===== config.mk =====
export PLATFORM = sky130hd
export DESIGN_NAME = lift_position_pid_controller
export DESIGN_NICKNAME = d
export VERILOG_FILES = /design/src/rtl/lpc_pkg.sv /design/src/rtl/lift_position_pid_controller.sv /design/src/rtl/lpc_position.sv /design/src/rtl/lpc_err_window.sv /design/src/rtl/lpc_pid_mult.sv
export SDC_FILE = /design/constraint.sdc
export NUM_CORES = 2
export LEC_CHECK = 0
export ABC_AREA = 1
export BUFFER_PORTS_ARGS = -buffer_cell sky130_fd_sc_hd__buf_2
export CAP_MARGIN = 20
export CORE_UTILIZATION = 30
export DETAILED_ROUTE_END_ITERATION = 6
export PLACE_DENSITY_LB_ADDON = 0.15
export SETUP_SLACK_MARGIN = 0.1
export SYNTH_ARGS = -nofsm -noshare
export SYNTH_HDL_FRONTEND = slang
export SYNTH_SLANG_ARGS = --single-unit

===== constraint.sdc =====
create_clock -name clk -period 7.6 [get_ports clk]
set_clock_uncertainty 0.05 [all_clocks]
set_input_delay 0.38 -clock clk [delete_from_list [all_inputs] [get_ports clk]]
set_output_delay 0.38 -clock clk [all_outputs]
set_load 0.05 [all_outputs]

===== src/rtl/lpc_pkg.sv =====
package lpc_pkg;

  // Input item kinds, carried on in_tuser.
  typedef enum logic [1:0] {
    CMD_EDGE_A = 2'd0,
    CMD_EDGE_B = 2'd1,
    CMD_TICK   = 2'd2
  } cmd_t;

  // Configuration register indexes.
  typedef enum logic [2:0] {
    CFG_TARGET_HEIGHT = 3'd0,
    CFG_TOP_HEIGHT    = 3'd1,
    CFG_GAIN_P        = 3'd2,
    CFG_GAIN_D        = 3'd3,
    CFG_GAIN_I        = 3'd4,
    CFG_HOMING_DUTY   = 3'd5
  } cfg_idx_t;

  localparam int CFG_IDX_W  = 3;
  localparam int CFG_DATA_W = 16;
  localparam int HGT_CFG_W  = 12;
  localparam int GAIN_W     = 16;
  localparam int DUTY_W     = 8;
  localparam int HEIGHT_W   = 17;
  localparam int ERR_W      = 18;
  localparam int REM_W      = 8;

  localparam int COUNTS_PER_UNIT = 200;
  localparam int ERR_MAX         = 131071;
  localparam int ERR_MIN         = -131072;

  localparam logic [HGT_CFG_W-1:0] TARGET_RESET = 12'd17;
  localparam logic [HGT_CFG_W-1:0] TOP_RESET    = 12'd35;
  localparam logic [GAIN_W-1:0]    GAIN_P_RESET = 16'd6528;
  localparam logic [GAIN_W-1:0]    GAIN_D_RESET = 16'd4070;
  localparam logic [GAIN_W-1:0]    GAIN_I_RESET = 16'd2560;
  localparam logic [DUTY_W-1:0]    HOMING_RESET = 8'd80;
  localparam logic [DUTY_W-1:0]    DUTY_RESET   = 8'd100;
  localparam logic [DUTY_W-1:0]    DUTY_MAX     = 8'd255;

  // One-cycle update request for the position counter.
  typedef struct packed {
    logic inc;
    logic dec;
    logic clear;
  } pos_step_t;

endpackage


===== src/rtl/lift_position_pid_controller.sv =====
// Lift position controller: quadrature encoder count, limit-switch homing
// and a PID duty loop over a window of past errors.
// Input channel (in_*): one item per encoder rising edge or control tick,
// kind on in_tuser. Edges only move the count and give no result; every
// tick gives exactly one result item on out_*.
// Configuration (cfg_*): write enable, register index, data; registers take
// the write on the clock edge and must only be changed while the block idle.
// A tick passes the input register, operand stage, product stage and
// output register in turn before it appears on out_tvalid.
// Throughput: one item per cycle while the result side does not stall,
// edges and ticks mixed in any order; the per-tick path is split so that
// the gain multipliers sit in a stage apart from the wide adds and compares.
// Reset (rst_n low, synchronous): count cleared, homing pending, error
// window cleared, held duty 100, registers back to their reset values.
// When the receiver holds out_tready low the result waits in the output
// register; items keep entering until the stages behind it fill and a tick
// is held at the input, then in_tready drops. Nothing is lost or repeated.
module lift_position_pid_controller #(
  parameter int WINDOW_DEPTH = 10,
  parameter int COUNT_WIDTH  = 24
) (
  input  logic        clk,
  input  logic        rst_n,
  // input items
  input  logic        in_tvalid,
  output logic        in_tready,
  input  logic [7:0]  in_tdata,   // [0] other_phase_high, [1] limit_released
  input  logic [1:0]  in_tuser,   // [1:0] cmd
  // result items
  output logic        out_tvalid,
  input  logic        out_tready,
  output logic [31:0] out_tdata,  // [7:0] drive_duty, [8] drive_up, [9] homing,
                                  // [26:10] height_now
  // configuration writes
  input  logic        cfg_we,
  input  logic [2:0]  cfg_index,
  input  logic [15:0] cfg_wdata
);

  localparam int HW    = COUNT_WIDTH - 6;
  localparam int EXT_W = ((HW > 18) ? HW : 18) + 1;
  localparam int EW    = lpc_pkg::ERR_W;
  localparam int SW    = lpc_pkg::ERR_W + $clog2(WINDOW_DEPTH);
  localparam int GW    = lpc_pkg::GAIN_W;
  localparam int DW    = lpc_pkg::DUTY_W;
  localparam int HTW   = lpc_pkg::HEIGHT_W;
  localparam int CW12  = lpc_pkg::HGT_CFG_W;
  localparam int TOT_W = SW + GW + 3;

  localparam logic signed [EXT_W-1:0] E_HI = EXT_W'(lpc_pkg::ERR_MAX);
  localparam logic signed [EXT_W-1:0] E_LO = EXT_W'(lpc_pkg::ERR_MIN);

  // ---------------- configuration registers ----------------
  logic [CW12-1:0] target_r, top_r;
  logic [GW-1:0]   gain_p_r, gain_d_r, gain_i_r;
  logic [DW-1:0]   homing_duty_r;

  always_ff @(posedge clk) begin
    if (!rst_n) begin
      target_r      <= lpc_pkg::TARGET_RESET;
      top_r         <= lpc_pkg::TOP_RESET;
      gain_p_r      <= lpc_pkg::GAIN_P_RESET;
      gain_d_r      <= lpc_pkg::GAIN_D_RESET;
      gain_i_r      <= lpc_pkg::GAIN_I_RESET;
      homing_duty_r <= lpc_pkg::HOMING_RESET;
    end else if (cfg_we) begin
      unique case (lpc_pkg::cfg_idx_t'(cfg_index))
        lpc_pkg::CFG_TARGET_HEIGHT: target_r      <= cfg_wdata[CW12-1:0];
        lpc_pkg::CFG_TOP_HEIGHT:    top_r         <= cfg_wdata[CW12-1:0];
        lpc_pkg::CFG_GAIN_P:        gain_p_r      <= cfg_wdata[GW-1:0];
        lpc_pkg::CFG_GAIN_D:        gain_d_r      <= cfg_wdata[GW-1:0];
        lpc_pkg::CFG_GAIN_I:        gain_i_r      <= cfg_wdata[GW-1:0];
        lpc_pkg::CFG_HOMING_DUTY:   homing_duty_r <= cfg_wdata[DW-1:0];
        default: ;  // unused indexes are dropped
      endcase
    end
  end

  // ---------------- pipeline handshake ----------------
  logic out_valid_r, s1_valid_r, s2_valid_r, s0_valid_r;
  logic out_free, s2_free, s1_free, s0_go, s0_fire;

  assign out_free  = !out_valid_r || out_tready;
  assign s2_free   = !s2_valid_r || out_free;
  assign s1_free   = !s1_valid_r || s2_free;
  assign in_tready = !s0_valid_r || s0_go;
  assign s0_fire   = s0_valid_r && s0_go;

  // ---------------- stage 0: input register ----------------
  logic [1:0] s0_cmd_r;
  logic       s0_other_r, s0_lim_r;

  always_ff @(posedge clk) begin
    if (!rst_n) begin
      s0_valid_r <= 1'b0;
    end else if (in_tready) begin
      s0_valid_r <= in_tvalid;
    end
  end

  always_ff @(posedge clk) begin
    if (in_tvalid && in_tready) begin
      s0_cmd_r   <= in_tuser;
      s0_other_r <= in_tdata[0];
      s0_lim_r   <= in_tdata[1];
    end
  end

  logic is_edge, is_tick, edge_dec;

  always_comb begin
    is_edge  = 1'b0;
    is_tick  = 1'b0;
    edge_dec = 1'b0;
    unique case (lpc_pkg::cmd_t'(s0_cmd_r))
      lpc_pkg::CMD_EDGE_A: begin
        is_edge  = 1'b1;
        edge_dec = !s0_other_r;
      end
      lpc_pkg::CMD_EDGE_B: begin
        is_edge  = 1'b1;
        edge_dec = s0_other_r;
      end
      lpc_pkg::CMD_TICK: is_tick = 1'b1;
      default: ;  // unused code: consumed, no effect
    endcase
  end

  // only ticks need room downstream
  assign s0_go = is_tick ? s1_free : 1'b1;

  // homing state
  logic homing_r, homing_nxt, homing_hold, ctrl_step;

  assign homing_hold = homing_r && s0_lim_r;   // still searching for the switch
  assign ctrl_step   = is_tick && !homing_hold;
  assign homing_nxt  = (s0_fire && is_tick && homing_r && !s0_lim_r) ? 1'b0 : homing_r;

  always_ff @(posedge clk) begin
    if (!rst_n) begin
      homing_r <= 1'b1;
    end else begin
      homing_r <= homing_nxt;
    end
  end

  // position counter
  lpc_pkg::pos_step_t     pos_step;
  logic signed [HW-1:0]   pos_height;
  logic [lpc_pkg::REM_W-1:0] pos_rem;

  assign pos_step.inc   = s0_fire && is_edge && !edge_dec;
  assign pos_step.dec   = s0_fire && is_edge && edge_dec;
  assign pos_step.clear = s0_fire && is_tick && homing_r && !s0_lim_r;

  lpc_position #(
    .COUNT_WIDTH(COUNT_WIDTH)
  ) u_position (
    .clk    (clk),
    .rst_n  (rst_n),
    .step   (pos_step),
    .height (pos_height),
    .rem    (pos_rem)
  );

  // the tick that finds the switch works on a cleared count
  logic signed [HW-1:0]    height_sel;
  logic signed [EXT_W-1:0] e_full;
  logic signed [EW-1:0]    err;
  logic                    up_now;

  assign height_sel = (homing_r && !s0_lim_r) ? '0 : pos_height;
  assign up_now     = ctrl_step &&
                      (EXT_W'(height_sel) != EXT_W'($signed({1'b0, top_r})));
  assign e_full     = EXT_W'($signed({1'b0, target_r})) - EXT_W'(height_sel);

  always_comb begin
    if (e_full > E_HI) begin
      err = EW'(lpc_pkg::ERR_MAX);
    end else if (e_full < E_LO) begin
      err = EW'(lpc_pkg::ERR_MIN);
    end else begin
      err = e_full[EW-1:0];
    end
  end

  logic signed [EW:0]   win_diff;
  logic signed [SW-1:0] win_sum;

  lpc_err_window #(
    .DEPTH(WINDOW_DEPTH)
  ) u_err_window (
    .clk     (clk),
    .rst_n   (rst_n),
    .shift   (s0_fire && ctrl_step),
    .err     (err),
    .diff    (win_diff),
    .sum_nxt (win_sum)
  );

  // ---------------- stage 1: PID operands ----------------
  logic                 s1_ctrl_r, s1_up_r;
  logic [HTW-1:0]       s1_height_r;
  logic signed [EW-1:0] s1_err_r;
  logic signed [EW:0]   s1_diff_r;
  logic signed [SW-1:0] s1_sum_r;

  always_ff @(posedge clk) begin
    if (!rst_n) begin
      s1_valid_r <= 1'b0;
    end else if (s1_free) begin
      s1_valid_r <= s0_fire && is_tick;
    end
  end

  always_ff @(posedge clk) begin
    if (s0_fire && is_tick) begin
      s1_ctrl_r   <= ctrl_step;
      s1_up_r     <= up_now;
      s1_height_r <= HTW'(height_sel);
      s1_err_r    <= err;
      s1_diff_r   <= win_diff;
      s1_sum_r    <= win_sum;
    end
  end

  // ---------------- stage 2: products ----------------
  logic                    s1_move;
  logic                    s2_ctrl_r, s2_up_r;
  logic [HTW-1:0]          s2_height_r;
  logic signed [EW+GW:0]   prod_p;
  logic signed [EW+GW+1:0] prod_d;
  logic signed [SW+GW:0]   prod_i;

  assign s1_move = s1_valid_r && s2_free;

  lpc_pid_mult #(
    .SW(SW)
  ) u_pid_mult (
    .clk      (clk),
    .load     (s1_move),
    .gain_p   (gain_p_r),
    .gain_d   (gain_d_r),
    .gain_i   (gain_i_r),
    .err      (s1_err_r),
    .diff     (s1_diff_r),
    .sum      (s1_sum_r),
    .prod_p_r (prod_p),
    .prod_d_r (prod_d),
    .prod_i_r (prod_i)
  );

  always_ff @(posedge clk) begin
    if (!rst_n) begin
      s2_valid_r <= 1'b0;
    end else if (s2_free) begin
      s2_valid_r <= s1_valid_r;
    end
  end

  always_ff @(posedge clk) begin
    if (s1_move) begin
      s2_ctrl_r   <= s1_ctrl_r;
      s2_up_r     <= s1_up_r;
      s2_height_r <= s1_height_r;
    end
  end

  // ---------------- stage 3: sum, clamp, output register ----------------
  logic signed [TOT_W-1:0] total;
  logic [DW-1:0]           duty_new;
  logic [DW-1:0]           held_r;
  logic                    s2_move;
  logic [31:0]             out_tdata_r;

  assign total = TOT_W'(prod_p) + TOT_W'(prod_d) + TOT_W'(prod_i);

  // Signed total with 8 fraction bits (Q33.8 at WINDOW_DEPTH 10) truncated to an integer duty, clamped to 0..255
  always_comb begin
    if (total[TOT_W-1]) begin
      duty_new = '0;
    end else if (|total[TOT_W-2:16]) begin
      duty_new = lpc_pkg::DUTY_MAX;
    end else begin
      duty_new = total[15:8];
    end
  end

  assign s2_move = s2_valid_r && out_free;

  always_ff @(posedge clk) begin
    if (!rst_n) begin
      out_valid_r <= 1'b0;
      held_r      <= lpc_pkg::DUTY_RESET;
    end else begin
      if (out_free) begin
        out_valid_r <= s2_valid_r;
      end
      // the step outputs the duty of the previous step, then takes its own
      if (s2_move && s2_ctrl_r) begin
        held_r <= duty_new;
      end
    end
  end

  always_ff @(posedge clk) begin
    if (s2_move) begin
      out_tdata_r <= {5'b0, s2_height_r, !s2_ctrl_r, s2_up_r,
                      (s2_ctrl_r ? held_r : homing_duty_r)};
    end
  end

  assign out_tvalid = out_valid_r;
  assign out_tdata  = out_tdata_r;

  // ---------------- checks ----------------
  a_rem_range: assert property (@(posedge clk) disable iff (!rst_n)
    pos_rem < lpc_pkg::REM_W'(lpc_pkg::COUNTS_PER_UNIT))
    else $error("position remainder out of range");

  a_homing_once: assert property (@(posedge clk) disable iff (!rst_n)
    !homing_r |=> !homing_r)
    else $error("homing restarted");

  a_homing_down: assert property (@(posedge clk) disable iff (!rst_n)
    out_valid_r && out_tdata_r[9] |-> !out_tdata_r[8])
    else $error("homing result drives up");

  a_idle_ready: assert property (@(posedge clk) disable iff (!rst_n)
    !out_valid_r && !s2_valid_r |-> in_tready)
    else $error("input stalled with empty result side");

  a_s1_hold: assert property (@(posedge clk) disable iff (!rst_n)
    s1_valid_r && !s2_free |=> s1_valid_r)
    else $error("operand stage dropped a tick");

endmodule


===== src/rtl/lpc_position.sv =====
// Encoder position kept as quotient and remainder of count / 200, so the
// height is available without a divider.
module lpc_position #(
  parameter int COUNT_WIDTH = 24,
  localparam int HW = COUNT_WIDTH - 6
) (
  input  logic                          clk,
  input  logic                          rst_n,
  input  lpc_pkg::pos_step_t            step,
  output logic signed [HW-1:0]          height,
  output logic [lpc_pkg::REM_W-1:0]     rem
);

  localparam int QW = COUNT_WIDTH - 7;
  localparam int RW = lpc_pkg::REM_W;
  localparam longint CPU  = lpc_pkg::COUNTS_PER_UNIT;
  localparam longint HALF = longint'(1) << (COUNT_WIDTH - 1);
  // floor division of the count extremes
  localparam longint MIN_Q_L = -((HALF + CPU - 1) / CPU);
  localparam longint MIN_R_L = -HALF - MIN_Q_L * CPU;
  localparam longint MAX_Q_L = (HALF - 1) / CPU;
  localparam longint MAX_R_L = (HALF - 1) % CPU;

  localparam logic signed [QW-1:0] MIN_Q = QW'(MIN_Q_L);
  localparam logic signed [QW-1:0] MAX_Q = QW'(MAX_Q_L);
  localparam logic [RW-1:0] MIN_R  = RW'(MIN_R_L);
  localparam logic [RW-1:0] MAX_R  = RW'(MAX_R_L);
  localparam logic [RW-1:0] LAST_R = RW'(CPU - 1);

  logic signed [QW-1:0] q_r, q_nxt;
  logic [RW-1:0]        r_r, r_nxt;
  logic signed [HW-1:0] q_ext;
  logic                 adj;

  always_comb begin
    q_nxt = q_r;
    r_nxt = r_r;
    if (step.clear) begin
      q_nxt = '0;
      r_nxt = '0;
    end else if (step.inc) begin
      if (q_r == MAX_Q && r_r == MAX_R) begin
        q_nxt = MIN_Q;
        r_nxt = MIN_R;
      end else if (r_r == LAST_R) begin
        q_nxt = q_r + QW'(1);
        r_nxt = '0;
      end else begin
        r_nxt = r_r + RW'(1);
      end
    end else if (step.dec) begin
      if (q_r == MIN_Q && r_r == MIN_R) begin
        q_nxt = MAX_Q;
        r_nxt = MAX_R;
      end else if (r_r == '0) begin
        q_nxt = q_r - QW'(1);
        r_nxt = LAST_R;
      end else begin
        r_nxt = r_r - RW'(1);
      end
    end
  end

  always_ff @(posedge clk) begin
    if (!rst_n) begin
      q_r <= '0;
      r_r <= '0;
    end else begin
      q_r <= q_nxt;
      r_r <= r_nxt;
    end
  end

  // truncation toward zero: negative counts with a remainder round up
  assign adj    = q_r[QW-1] && (r_r != '0);
  assign q_ext  = HW'(q_r);
  assign height = -(q_ext + HW'(adj));
  assign rem    = r_r;

endmodule


===== src/rtl/lpc_err_window.sv =====
// Shift window of past errors with a running sum.
module lpc_err_window #(
  parameter int DEPTH = 10,
  localparam int EW = lpc_pkg::ERR_W,
  localparam int SW = lpc_pkg::ERR_W + $clog2(DEPTH)
) (
  input  logic                 clk,
  input  logic                 rst_n,
  input  logic                 shift,
  input  logic signed [EW-1:0] err,
  output logic signed [EW:0]   diff,
  output logic signed [SW-1:0] sum_nxt
);

  logic signed [EW-1:0] win_r [DEPTH];
  logic signed [SW-1:0] sum_r;

  assign diff    = (EW+1)'(err) - (EW+1)'(win_r[0]);
  assign sum_nxt = sum_r + SW'(err) - SW'(win_r[DEPTH-1]);

  always_ff @(posedge clk) begin
    if (!rst_n) begin
      for (int k = 0; k < DEPTH; k++) begin
        win_r[k] <= '0;
      end
      sum_r <= '0;
    end else if (shift) begin
      win_r[0] <= err;
      for (int k = 1; k < DEPTH; k++) begin
        win_r[k] <= win_r[k-1];
      end
      sum_r <= sum_nxt;
    end
  end

endmodule


===== src/rtl/lpc_pid_mult.sv =====
// Gain multipliers, one registered product per term.
module lpc_pid_mult #(
  parameter int SW = 22,
  localparam int EW = lpc_pkg::ERR_W,
  localparam int GW = lpc_pkg::GAIN_W
) (
  input  logic                       clk,
  input  logic                       load,
  input  logic [GW-1:0]              gain_p,
  input  logic [GW-1:0]              gain_d,
  input  logic [GW-1:0]              gain_i,
  input  logic signed [EW-1:0]       err,
  input  logic signed [EW:0]         diff,
  input  logic signed [SW-1:0]       sum,
  output logic signed [EW+GW:0]      prod_p_r,
  output logic signed [EW+GW+1:0]    prod_d_r,
  output logic signed [SW+GW:0]      prod_i_r
);

  always_ff @(posedge clk) begin
    if (load) begin
      prod_p_r <= (EW+GW+1)'($signed({1'b0, gain_p})) * (EW+GW+1)'(err);
      prod_d_r <= (EW+GW+2)'($signed({1'b0, gain_d})) * (EW+GW+2)'(diff);
      prod_i_r <= (SW+GW+1)'($signed({1'b0, gain_i})) * (SW+GW+1)'(sum);
    end
  end

endmodule

# Yosys cells after proc, flatten, opt, wreduce, memory -nomap -nowiden
# Memory sizes are Yosys's and may differ from the RTL's.
# Cells that the tools add are included.
word_totals:
  ff_bits: 378
  ram_bits: 180
  out_inout_bits: 34
  wordCells: 158
  memories: 1
classes:
  addsub: 12
  multipliers: 3
  magnitude_cmp: 2
  n_eq_ne: 14
  n_mux: 36
  bitwise: 11
  reduce_logical: 48
memory_table:
  columns: ["name", "depth", "width", "rd", "rd_clocked_by_memory_dff", "write_ports", "line_no", "text"]
  rows:
  - ["u_err_window.win_r", 10, 18, 10, 0, 10, "lpc_err_window.sv:15", "logic signed [EW-1:0] win_r [DEPTH];"]
ops:
  columns: ["cell", "count"]
  rows:
  - ["$mux W18", 13]
  - ["$mux W17", 6]
  - ["$mux W8", 9]
  - ["$add A37 B39 Y40", 1]
  - ["$mul A17 B22 Y39", 1]
  - ["$add A35 B36 Y37", 1]
  - ["$mul A17 B19 Y36", 1]
  - ["$mul A17 B18 Y35", 1]
  - ["$eq A17 B17 Y1 const B", 2]
  - ["$reduce_or A24 Y1", 1]
  - ["$add A22 B18 Y22", 1]
  - ["$sub A22 B18 Y22", 1]
  - ["$gt A19 B18 Y1 const B", 1]
  - ["$logic_and A1 B1 Y1", 19]
  - ["$lt A19 B18 Y1 const B", 1]
  - ["$sub A13 B18 Y19", 1]
  - ["$sub A18 B18 Y19", 1]
  - ["$add A17 B2 Y18", 1]
  - ["$ne A18 B13 Y1", 1]
  - ["$neg A18 Y18", 1]
  - ["$add A17 B2 Y17 const B", 1]
  - ["$sub A17 B2 Y17 const B", 1]
  - ["$eq A8 B8 Y1 const B", 2]
  - ["$reduce_and A2 Y1", 6]
  - ["23 further kinds", 52]

# Logic depth before layout (Yosys ltp)
depth:
  depth_word: 11
  mapped_depth: 49

# Modules after synthesis
# A second synthesis with hierarchy kept.
hier_totals:
  hier_cells: 8614
  hier_area_um2: 68406.9
modules_own_cells:
  columns: ["module", "n_inst", "cells_per_inst", "area_each_um2"]
  rows:
  - ["lpc_pid_mult", 1, 5256, 41431.0]
  - ["lift_position_pid_controller", 1, 1567, 12594.6]
  - ["lpc_err_window", 1, 1208, 10797.9]
  - ["lpc_position", 1, 583, 3583.4]

# Worst setup path after synthesis
# No wires, ideal clock.
synth_timing:
  path_type: "reg2reg"
  startpoint: "register out_valid_r, in the netlist out_tvalid"
  endpoint: "register u_err_window.sum_r[10]"
  setup_ns: 0.128
  arrival_time_ns: 6.726
  slack_ns: 0.695
  stages_incl_launch_ff: 14
  n_path_buf: 1
  synth_period_minus_slack_ns: 6.905
  path_cell_list: "dfxtp_1 > nand2_1 > nor2_1 > inv_1 > nor2_1 > inv_1 > nand3_1 > a21oi_1 > inv_1 > nand2_1 > clkinv_1 > clkbuf_1 > nand2_1 > o21ai_0"
synth_between:
  elab_chain_cells: 7
synth_rtl:
  columns: ["element", "line_no", "text"]
  rows:
  - ["start, declared", "lift_position_pid_controller.sv:80", "logic out_valid_r, s1_valid_r, s2_valid_r, s0_valid_r;"]
  - ["start signal, assigned", "lift_position_pid_controller.sv:297", "out_valid_r <= s2_valid_r;"]
  - ["$logic_not A1 Y1", "lift_position_pid_controller.sv:83", "assign out_free = !out_valid_r || out_tready;"]
  - ["$logic_or A1 B1 Y1", "lift_position_pid_controller.sv:83", null]
  - ["$logic_or A1 B1 Y1", "lift_position_pid_controller.sv:84", "assign s2_free = !s2_valid_r || out_free;"]
  - ["$logic_or A1 B1 Y1", "lift_position_pid_controller.sv:85", "assign s1_free = !s1_valid_r || s2_free;"]
  - ["$mux W1", "lift_position_pid_controller.sv:130", "assign s0_go = is_tick ? s1_free : 1'b1;"]
  - ["$logic_and A1 B1 Y1", "lift_position_pid_controller.sv:87", "assign s0_fire = s0_valid_r && s0_go;"]
  - ["$logic_and A1 B1 Y1", "lift_position_pid_controller.sv:195", ".shift (s0_fire && ctrl_step),"]
  - ["end signal, assigned", "lpc_err_window.sv:32", "sum_r <= sum_nxt;"]
  - ["end, declared", "lpc_err_window.sv:16", "logic signed [SW-1:0] sum_r;"]
# Every way passes these cells.
# A chain may end at the register's enable or synchronous reset.

# Worst setup path in the final report
layout_timing:
  startpoint: "register gain_p_r[4]"
  endpoint: "register u_pid_mult.prod_p_r[34] (data pin)"
layout_between:
  elab_chain_cells: 1
layout_rtl:
  columns: ["element", "line_no", "text"]
  rows:
  - ["start, declared", "lift_position_pid_controller.sv:55", "logic [GW-1:0] gain_p_r, gain_d_r, gain_i_r;"]
  - ["start signal, assigned", "lift_position_pid_controller.sv:62", "gain_p_r <= lpc_pkg::GAIN_P_RESET;"]
  - ["start signal, assigned", "lift_position_pid_controller.sv:70", "lpc_pkg::CFG_GAIN_P: gain_p_r <= cfg_wdata[GW-1:0];"]
  - ["$mul A17 B18 Y35", "lpc_pid_mult.sv:22", "prod_p_r <= (EW+GW+1)'($signed({1'b0, gain_p})) * (EW+GW+1)'(err);"]
  - ["end signal, assigned", "lpc_pid_mult.sv:22", null]
  - ["end, declared", "lpc_pid_mult.sv:15", "output logic signed [EW+GW:0] prod_p_r,"]
# Every way passes these cells.

==> metrics.md <==
| Metric | Value |
|---|---|
| Status | `complete, no violations` |
| Maximum buffer depth of the clock tree | `3` |
| Clock H-tree levels | `3` |
| Reg2reg path depth | `19` |
| Required time reported for the critical path endpoint | `7.91 ns` |
| Maximum clock rate | `143 MHz` |
| Fraction of final layout cells with drive strength greater than 1 | `0.0497` |
| Clock buffer count from CTS | `71` |
| Wire length of the first global-routing pass | `298,000 um` |
| Final setup TNS | `0 ns` |
| Yosys warning total | `0` |
| Die Y | `~470 um` |
| Clock latency of the later-clocked register in the worst-skew pair | `approximately 0.7 ns` |
| Post-synth EDFFs | `~420` |
| Maxcap violations | `0` |
| Initial cell density of the core | `0.302` |
| Worst slew slack as a fraction of its limit | `0.241` |
| Launch point of the worst reg-to-reg path | `gain_p_r[4]` |
| Startpoint of the lowest-slack hold path | `cfg_wdata[14]` |
| Post-detailed-routing wire length | `187,000 um` |
| Critical register-to-register path endpoint | `u_pid_mult.prod_p_r[34]` |
| Clock input transition at the sequential cells of the worst setup and hold paths | `0.06 ns` |
| Worst-margin pin slew | `1.14 ns` |
| Initial DRC count | `about 2.8k` |
| Cell at the root of the clock tree | `clkbuf_16` |
| Sort of element at the start of the critical path | `register` |
| Average wire per cell in the routed design | `about 18 um` |
| Final Max Slew Viols | `0` |
| Asr flop ratio synth | `0` |
| Avg Inst Size Synth | `8.51 sq um` |
| Setup repair after global routing missed its margin | `true` |
| Synth Instances | `7,604` |
| Sink count of the clock tree | `558` |
| Net count, final | `9,078` |
| Initial antenna violation count | `6` |
| Reg-to-reg setup timing slack | `between 0.5 and 0.6 ns` |
| Number of buffer cells added on primary ports | `56` |
| CTS tree | `done` |
| Period utilization | `0.922` |
| Share of synthesized area occupied by flip-flops and latches | `0.237` |
| GPL Wtd Cong | `0.848` |
| Crit path kind | `register to register` |
| Main flop type after synthesis | `edfxtp_1` |
| Final antenna-violating net count | `0` |
| Placed wire-length estimate after detailed placement | `between 150,000 and 200,000 um` |
| Synth Cell Area | `about 65,000 sq um` |
| DIE WIDTH | `466 um` |
| Min Tclk post-route | `7.00 ns` |
| I/O Pins | `68` |
| Number of endpoints with negative hold slack in the final report | `0` |
| All-layer global routing usage | `0.178` |
| Core Area | `roughly 210,000 sq um` |
| # rows | `170` |
| Number of stages on the worst hold path | `3` |
| Aggregate global routing overflow | `0` |
| Total of flip-flops plus latches after synthesis | `558` |
| Synth-to-layout area growth | `9.81%` |
| Number of distinct standard cells referenced by the synthesized netlist | `~60` |
| Final routed DRC violation total | `0` |
| Capture endpoint of the worst hold path | `gain_p_r[14]` |
| Critical path capture point type | `register` |
| Most common library cell in the layout ignoring fill and taps | `inv_1` |
| Most frequent cells in the layout | `inv_1 (2,063), nand2_1 (1,661), fa_1 (1,010)` |
| Via count of the first global-routing pass | `a little over 50k` |
| Area of the die | `between 200,000 and 250,000 sq um` |
| Worst min-delay path class | `input pin to register` |
| Drt first pass iters | `6` |
| Fill cell instance count of the final layout | `22.6k` |
| Number of failing setup endpoints in the final timing report | `0` |
| Overall via count from detail_route | `around 47k` |
| Data arrival time of the critical path | `7.32 ns` |
| Average vias per placed instance | `around 4.5` |
| Maximum number of pins on one net before global-route repair | `165` |
| Critical path peak fanout | `13` |
## routing by layer
metal  vias to the layer above  track usage  wire length [um]
li1                      22438            -                 -
met1                     23532        0.246             88400
met2                       731        0.299             87800
met3                       166       0.0152              5700
met4                         2       0.0474              5130
met5                         -            0                19
## kinds of logic (layout without fill, tap and decap cells)
logic type | after synthesis | after routing | share of synthesized area
AOI/OAI and AO/OA | 606 | 606 | 0.0529
and+or+nand+nor | 2449 | 2449 | 0.151
buffers and inverters | 2356 | 2415 | 0.138
adders and majority gates | 1433 | 1433 | 0.394
xor gates and xnor gates | 201 | 201 | 0.0272
DFF | 558 | 558 | 0.237
other | 1 | 7 | 0.0000579
## cell usage after synthesis (5+ instances only)
| cell type | number | share of area |
|---|---|---|
| a211oi_1 | 5 | 0.00058 |
| a21boi_0 | 6 | 0.00070 |
| a21boi_1 | 7 | 0.00081 |
| a21o_1 | 11 | 0.0013 |
| a21oi_1 | 249 | 0.019 |
| a21oi_2 | 16 | 0.0022 |
| a22o_1 | 6 | 0.00081 |
| a31oi_1 | 26 | 0.0025 |
| buf_1 | 11 | 0.00064 |
| buf_4 | 8 | 0.00093 |
| clkbuf_1 | 252 | 0.015 |
| dfxtp_1 | 140 | 0.043 |
| edfxtp_1 | 418 | 0.19 |
| fa_1 | 1010 | 0.31 |
| ha_1 | 423 | 0.082 |
| inv_1 | 2065 | 0.12 |
| inv_2 | 7 | 0.00041 |
| nand2_1 | 1663 | 0.096 |
| nand2_2 | 8 | 0.00077 |
| nand3_1 | 154 | 0.012 |
| nand3b_1 | 9 | 0.0010 |
| nand4_1 | 32 | 0.0031 |
| nor2_1 | 493 | 0.029 |
| nor2_2 | 5 | 0.00048 |
| nor3_1 | 45 | 0.0035 |
| nor4_1 | 14 | 0.0014 |
| o211ai_1 | 6 | 0.00070 |
| o21a_1 | 10 | 0.0012 |
| o21ai_0 | 197 | 0.015 |
| o21ai_1 | 15 | 0.0012 |
| o21bai_1 | 15 | 0.0017 |
| o22ai_1 | 8 | 0.00077 |
| or2_2 | 11 | 0.0011 |
| xnor2_1 | 82 | 0.011 |
| xor2_1 | 119 | 0.016 |
## timing repair
action	in CTS	in global routing
hold buffers	10	0
endpoints found under the hold margin	16	0
buffers inserted	0	1
resized for setup	0	5
setup endpoints to repair	0	15
## area by class of cell
cell class,count,area [sq um],share of cell area
Antenna cell,2,5.00,0.0000704
Tap cell,2838,3550,0.0500
Multi-Input combinational cell,4694,40500,0.570
Timing Repair Buffer,209,1490,0.0210
Inverter,2077,7810,0.110
Clock buffer,85,1860,0.0262
Sequential cell,558,15400,0.216
Clock inverter,44,498,0.00701
## worst max-delay path by stage
stage                      startpoint                      end  slack, ns
floorplan                  out_tvalid   u_err_window.sum_r[10]       0.70
global placement    u_position.rem[4]             s1_sum_r[15]       0.49
detailed placement  u_position.rem[0]             s1_sum_r[21]       0.50
CTS                 u_position.rem[0]             s1_sum_r[21]       0.50
global route        u_position.rem[4]             s1_sum_r[15]       0.09
finish                    gain_p_r[4]  u_pid_mult.prod_p_r[34]       0.60
## flip-flops by register name (all words and copies together) (netlist names), 12 cells and up
register             cells
top_r                   12
s1_sum_r                22
u_err_window.win_r     180
s1_diff_r               19
gain_i_r                16
u_pid_mult.prod_d_r     36
s1_err_r                18
gain_d_r                16
u_position.q_r          17
u_pid_mult.prod_p_r     35
s2_height_r             17
s1_height_r             17
out_tdata               27
u_pid_mult.prod_i_r     39
target_r                12
u_err_window.sum_r      22
gain_p_r                16
## metrics by stage
step	utilization	std cells	setup slack (ns)	cell area, sq um	hold slack, ns
floorplan	-	7608	0.695	64700	0.350
global placement	0.320	10365	0.488	68600	0.352
detailed placement	0.320	10365	0.502	68600	0.355
CTS	0.331	10504	0.499	71000	0.00916
global route	0.331	10506	0.0887	71100	0.0325
finish	0.331	10507	0.595	71100	0.0524
## critical path, cell delays in order (launching register included)
cell and delay [ns]:
dfxtp_1 0.80, buf_4 0.28, nand2_1 0.06, inv_1 0.08, fa_1 0.51, fa_1 0.51
inv_1 0.36, fa_1 0.52, fa_1 0.57, fa_1 0.43, fa_1 0.50, inv_1 0.04
ha_1 0.34, a21oi_1 0.29, o21ai_0 0.15, a221oi_1 0.40, o21ai_0 0.16, a21oi_1 0.29
xor2_1 0.12, buf_4 0.20
Power is not shown: default switching activity piles up to over one toggle a cycle in this logic, so the estimate is an artifact.
